`config.mk`:
```
export PLATFORM = sky130hd
export DESIGN_NAME = fbat_cell
export DESIGN_NICKNAME = d
export VERILOG_FILES = /design/src/hdl/fbat_pkg.sv /design/src/hdl/fbat_cell.sv
export SDC_FILE = /design/constraint.sdc
export NUM_CORES = 1
export LEC_CHECK = 0
export BUFFER_PORTS_ARGS = -buffer_cell sky130_fd_sc_hd__buf_2
export CAP_MARGIN = 20
export CORE_UTILIZATION = 40
export CTS_BUF_LIST = sky130_fd_sc_hd__clkbuf_16
export DETAILED_ROUTE_END_ITERATION = 10
export HOLD_SLACK_MARGIN = 0.08
export PLACE_DENSITY = 0.7
export SYNTH_ARGS = -nofsm -noshare
export SYNTH_HDL_FRONTEND = slang
export SYNTH_SLANG_ARGS = --single-unit
```
`constraint.sdc`:
```
create_clock -name clk -period 9.9 [get_ports clk]
set_input_delay 1.98 -clock clk [delete_from_list [all_inputs] [get_ports clk]]
set_output_delay 1.98 -clock clk [all_outputs]
set_load 0.1 [all_outputs]
```
`src/hdl/fbat_pkg.sv`:
```
// Shared widths, reset constants and the request token for the flow byte table.
package fbat_pkg;

    localparam int PROTO_W   = 8;
    localparam int ADDR_W    = 32;
    localparam int LEN_W     = 16;
    localparam int BYTES_W   = 32;
    localparam int IDX_OUT_W = 7;

    localparam logic [PROTO_W-1:0] PROTO_RESET = 8'd6;

    // Request token handed from cell to cell along the table.
    typedef struct packed {
        logic               valid;   // token present in this slot
        logic               active;  // protocol matched, table lookup wanted
        logic               done;    // some cell has taken the request
        logic [ADDR_W-1:0]  src;
        logic [ADDR_W-1:0]  dst;
        logic [LEN_W-1:0]   len;
        logic [BYTES_W-1:0] bytes;   // updated total once done
    } tok_t;

endpackage

```
`src/hdl/fbat_cell.sv`:
```
// One table entry: holds a flow pair and its byte total, serves the passing request token.
module fbat_cell #(
    parameter int IDX_W      = 7,
    parameter int CELL_INDEX = 0
) (
    input  logic             clk,
    input  logic             rst_n,
    input  fbat_pkg::tok_t   tok_in,
    input  logic [IDX_W-1:0] idx_in,
    output fbat_pkg::tok_t   tok_out,
    output logic [IDX_W-1:0] idx_out
);
    import fbat_pkg::*;

    logic               valid_reg;
    logic [ADDR_W-1:0]  src_reg;
    logic [ADDR_W-1:0]  dst_reg;
    logic [BYTES_W-1:0] bytes_reg;
    tok_t               tok_reg;
    tok_t               tok_next;
    logic [IDX_W-1:0]   idx_reg;
    logic [IDX_W-1:0]   idx_next;

    logic               lookup;
    logic               hit;
    logic               alloc;
    logic               take;
    logic [BYTES_W-1:0] base;
    logic [BYTES_W:0]   sum;
    logic [BYTES_W-1:0] sat;

    // Entries fill from the lowest index and are never freed, so the first
    // empty cell reached without a hit is the lowest free entry.
    always_comb
    begin
        lookup   = tok_in.valid && tok_in.active && !tok_in.done;
        hit      = lookup && valid_reg && (src_reg == tok_in.src) && (dst_reg == tok_in.dst);
        alloc    = lookup && !valid_reg;
        take     = hit || alloc;
        base     = hit ? bytes_reg : '0;
        sum      = {1'b0, base} + (BYTES_W+1)'(tok_in.len);
        sat      = sum[BYTES_W] ? '1 : sum[BYTES_W-1:0];
        tok_next = tok_in;
        idx_next = idx_in;
        if (take)
        begin
            tok_next.done  = 1'b1;
            tok_next.bytes = sat;
            idx_next       = IDX_W'(CELL_INDEX);
        end
    end

    always_ff @(posedge clk or negedge rst_n)
    begin
        if (!rst_n)
        begin
            valid_reg <= 1'b0;
            tok_reg   <= '0;
        end
        else
        begin
            tok_reg <= tok_next;
            if (take)
            begin
                valid_reg <= 1'b1;
            end
        end
    end

    always_ff @(posedge clk)
    begin
        idx_reg <= idx_next;
        if (take)
        begin
            src_reg   <= tok_in.src;
            dst_reg   <= tok_in.dst;
            bytes_reg <= sat;
        end
    end

    assign tok_out = tok_reg;
    assign idx_out = idx_reg;

    a_valid_sticky: assert property (@(posedge clk) disable iff (!rst_n)
        $past(valid_reg) |-> valid_reg)
        else $error("table entry lost its valid mark");

    a_done_kept: assert property (@(posedge clk) disable iff (!rst_n)
        (tok_in.valid && tok_in.done) |=> (tok_out.valid && tok_out.done))
        else $error("served request token lost its done mark");

    a_inactive_untouched: assert property (@(posedge clk) disable iff (!rst_n)
        (tok_in.valid && !tok_in.active) |=> (tok_out.valid && !tok_out.done))
        else $error("ignored protocol request was served by an entry");

endmodule

```
==> results.txt <==
Gr ovfl total: 0
Vias per cell: 4.80
Syn nets: 738
# IOs: 246
Reg clk slew, reported paths: 60 ps
P per Cell Area: 198 nW/um^2
H-tree Lvls: 1
CTS tree: done
Final GP Congestion: 0.785
Mapped Area: 8530 sq um
Max FFs per register: 115
Post-route setup TNS: 0 ps
CTS Sinks: 219
Antenna Nets Post-Route: 0
Fin. max-slew vios: 0
Final Critical Period: 6330 ps
Drc violations: 0
Maxcap violations: 0
Initial antenna violation count: 0
Net Switching: 0.000626 W
Starting DRT DRC Count: 219
Leading cell type in the layout, fill and taps excluded: buf_2
Worst path arrival time: 6770 ps
Leak Pwr: 4.79 nW
Die ar.: 21,900 sq um
Layout cell share with drive strength beyond 1: 0.347
HP Class: reg2reg
Row cnt: 53
DIE WIDTH: 148 um
Combinational power share: 0.163
Clock buffer depth: 3
Post-route cell area: 10,800 sq um
Outcome: finished, final reports clean
Initial Utilization: 0.407
Layout Skew: 15.6 ps
Die Span Y: 148 um
Worst setup path class: in2reg
Asr flop ratio synth: 0.530
# diodes: 0
Setup violators final: 0
CTS Hold Bufs: 0
Total Wirelength: 18,200 um
GRT Total Usage: 0.164
Placed Instance Area: 10,100 sq um
RSZ-0062 raised after global routing: no
Worst path required time: 10,330 ps
Number of global-route vias before repair: 5,388
Post-DP HPWL: 13,200 um
Pint: 0.00151 W
CTS buffer count: 22
Fillers: 1,807
Yosys reg bits: 219
Endpoints failing hold: 0
Clk root buf: clkbuf_16
Sequential share of the synthesized area: 0.695
Worst relative slew slack: 0.409
Final Cycle Share: 0.640
Switching portion of total power: 0.293
Final core occ: 0.514
Placement Setup Slack: 3030 ps
Worst setup EP type: flop
Nets: 999
Clk_lat worst skew: 500 ps
Peak supply drop: 0.000133 V
Setup bufs post-CTS: 0
Top FF cell, synth: dfrtp_1
TritonRoute pass-1 iters: 4
Synth cell types: 61
Most frequent cells in the layout: buf_2, dfrtp_1, edfxtp_1
Sequential group share of total power: 0.469
Sequential cell area: 5930 sq um
IO Port Bufs: 245
Worst-Margin Slew: 887 ps
EDFF count, synth: 96
Max Freq: 158 MHz
Final worst slack: 3570 ps
Syn Inst Count: 597
Vias: 5,519
First-pass GRT wire length: 28,200 um
Syn Area/Cell: 14.3 sq um
PostCTS Resize Cnt: 0
Multi-input logic area: 2490 sq um
DR WL/cell: 15.8 um
Clk pwr share: 0.368
Largest net degree at the start of global routing: 74
Max Fanout on Critical Path: 28
Synth Warn #: 0
CP Launch Type: primary input
Core area: 21,000 sq um
Layout area overhead: 26.4%
synth_stat cells (14+ instances only):
| cell type | instances | share of area |
|---|---|---|
| edfxtp_1 | 96 | 0.34 |
| nor4_1 | 17 | 0.012 |
| a21oi_1 | 22 | 0.013 |
| nor2_1 | 23 | 0.010 |
| xor2_1 | 62 | 0.064 |
| dfrtp_1 | 116 | 0.34 |
| nand2_1 | 33 | 0.015 |
| and2_1 | 26 | 0.019 |
| ha_1 | 16 | 0.023 |
| nand3_1 | 14 | 0.0082 |
| xnor2_1 | 14 | 0.014 |
| a21o_1 | 17 | 0.015 |
| inv_1 | 15 | 0.0066 |
stage by stage:
stage,hold slack [ps],power (W),std cells
after global placement,483,0.00137,1109
after floorplan,443,0.00128,597
after CTS,515,0.00216,1149
final,517,0.00214,1149
after detailed placement,499,0.00137,1109
after global routing,559,0.00221,1149
cells by family (layout without fill, tap and decap cells):
| family | count (synthesis) | in the layout | share of synthesized area |
|---|---|---|---|
| adder cells (fa/ha/maj) | 17 | 17 | 0.0258 |
| AO/OA/AOI/OAI | 108 | 108 | 0.0910 |
| buffers and inverters | 28 | 305 | 0.0142 |
| multiplexers | 5 | 5 | 0.00646 |
| XOR/XNOR | 76 | 76 | 0.0781 |
| flip-flops | 219 | 219 | 0.695 |
| AND/OR/NAND/NOR | 144 | 144 | 0.0894 |
power groups by stage:
stage / Sequential [W] / Combinational [W] / Clock, W
floorplan: 0.00123 / 0.0000448 / 0
global placement: 0.00102 / 0.000348 / 0
detailed placement: 0.00102 / 0.000351 / 0
CTS: 0.00100 / 0.000352 / 0.000807
global route: 0.00100 / 0.000365 / 0.000844
finish: 0.00100 / 0.000349 / 0.000785
cell type report:
cell class              count  area share
well taps                 275      0.0319
multi-input cells         350       0.231
flip-flops and latches    219       0.550
repair buffers            249       0.117
clock buffers              24      0.0557
inverters                  16     0.00581
clock inverters            16     0.00871
final timing paths:
kind,slack (ps),end,from,depth (start not counted)
max,3570,tok_out[10],tok_in[55],17
min,520,valid_reg,valid_reg,1
max reg2reg,4790,tok_out[10],dst_reg[7],16
min reg2reg,520,valid_reg,valid_reg,1
max in group asynchronous,7120,tok_out[27],rst_n,2
min in group asynchronous,1480,tok_out[33],rst_n,1
routing by layer:
metal	wire length, um	share of wire	vias up	GRT usage
met1	8280	0.45	2608	0.221
met3	1110	0.061	26	0.0309
met4	289	0.016	0	0.0392
met5	0	0	-	0
met2	8520	0.47	203	0.272
li1	-	-	2682	-
worst max-delay path: stages:
cell      delay, ps
buf_2           120
xor2_1          160
nor4_1          540
nand4_1         250
nor4_4          350
buf_4           300
and2_1          180
ha_1            200
fa_1            250
a211oi_1        130
o21ai_2         200
a41oi_2         170
a221o_2         510
a21oi_4         320
nand3_2         560
o21ai_0         340
mux2_2          200
Power figures use the tool's default switching activity.
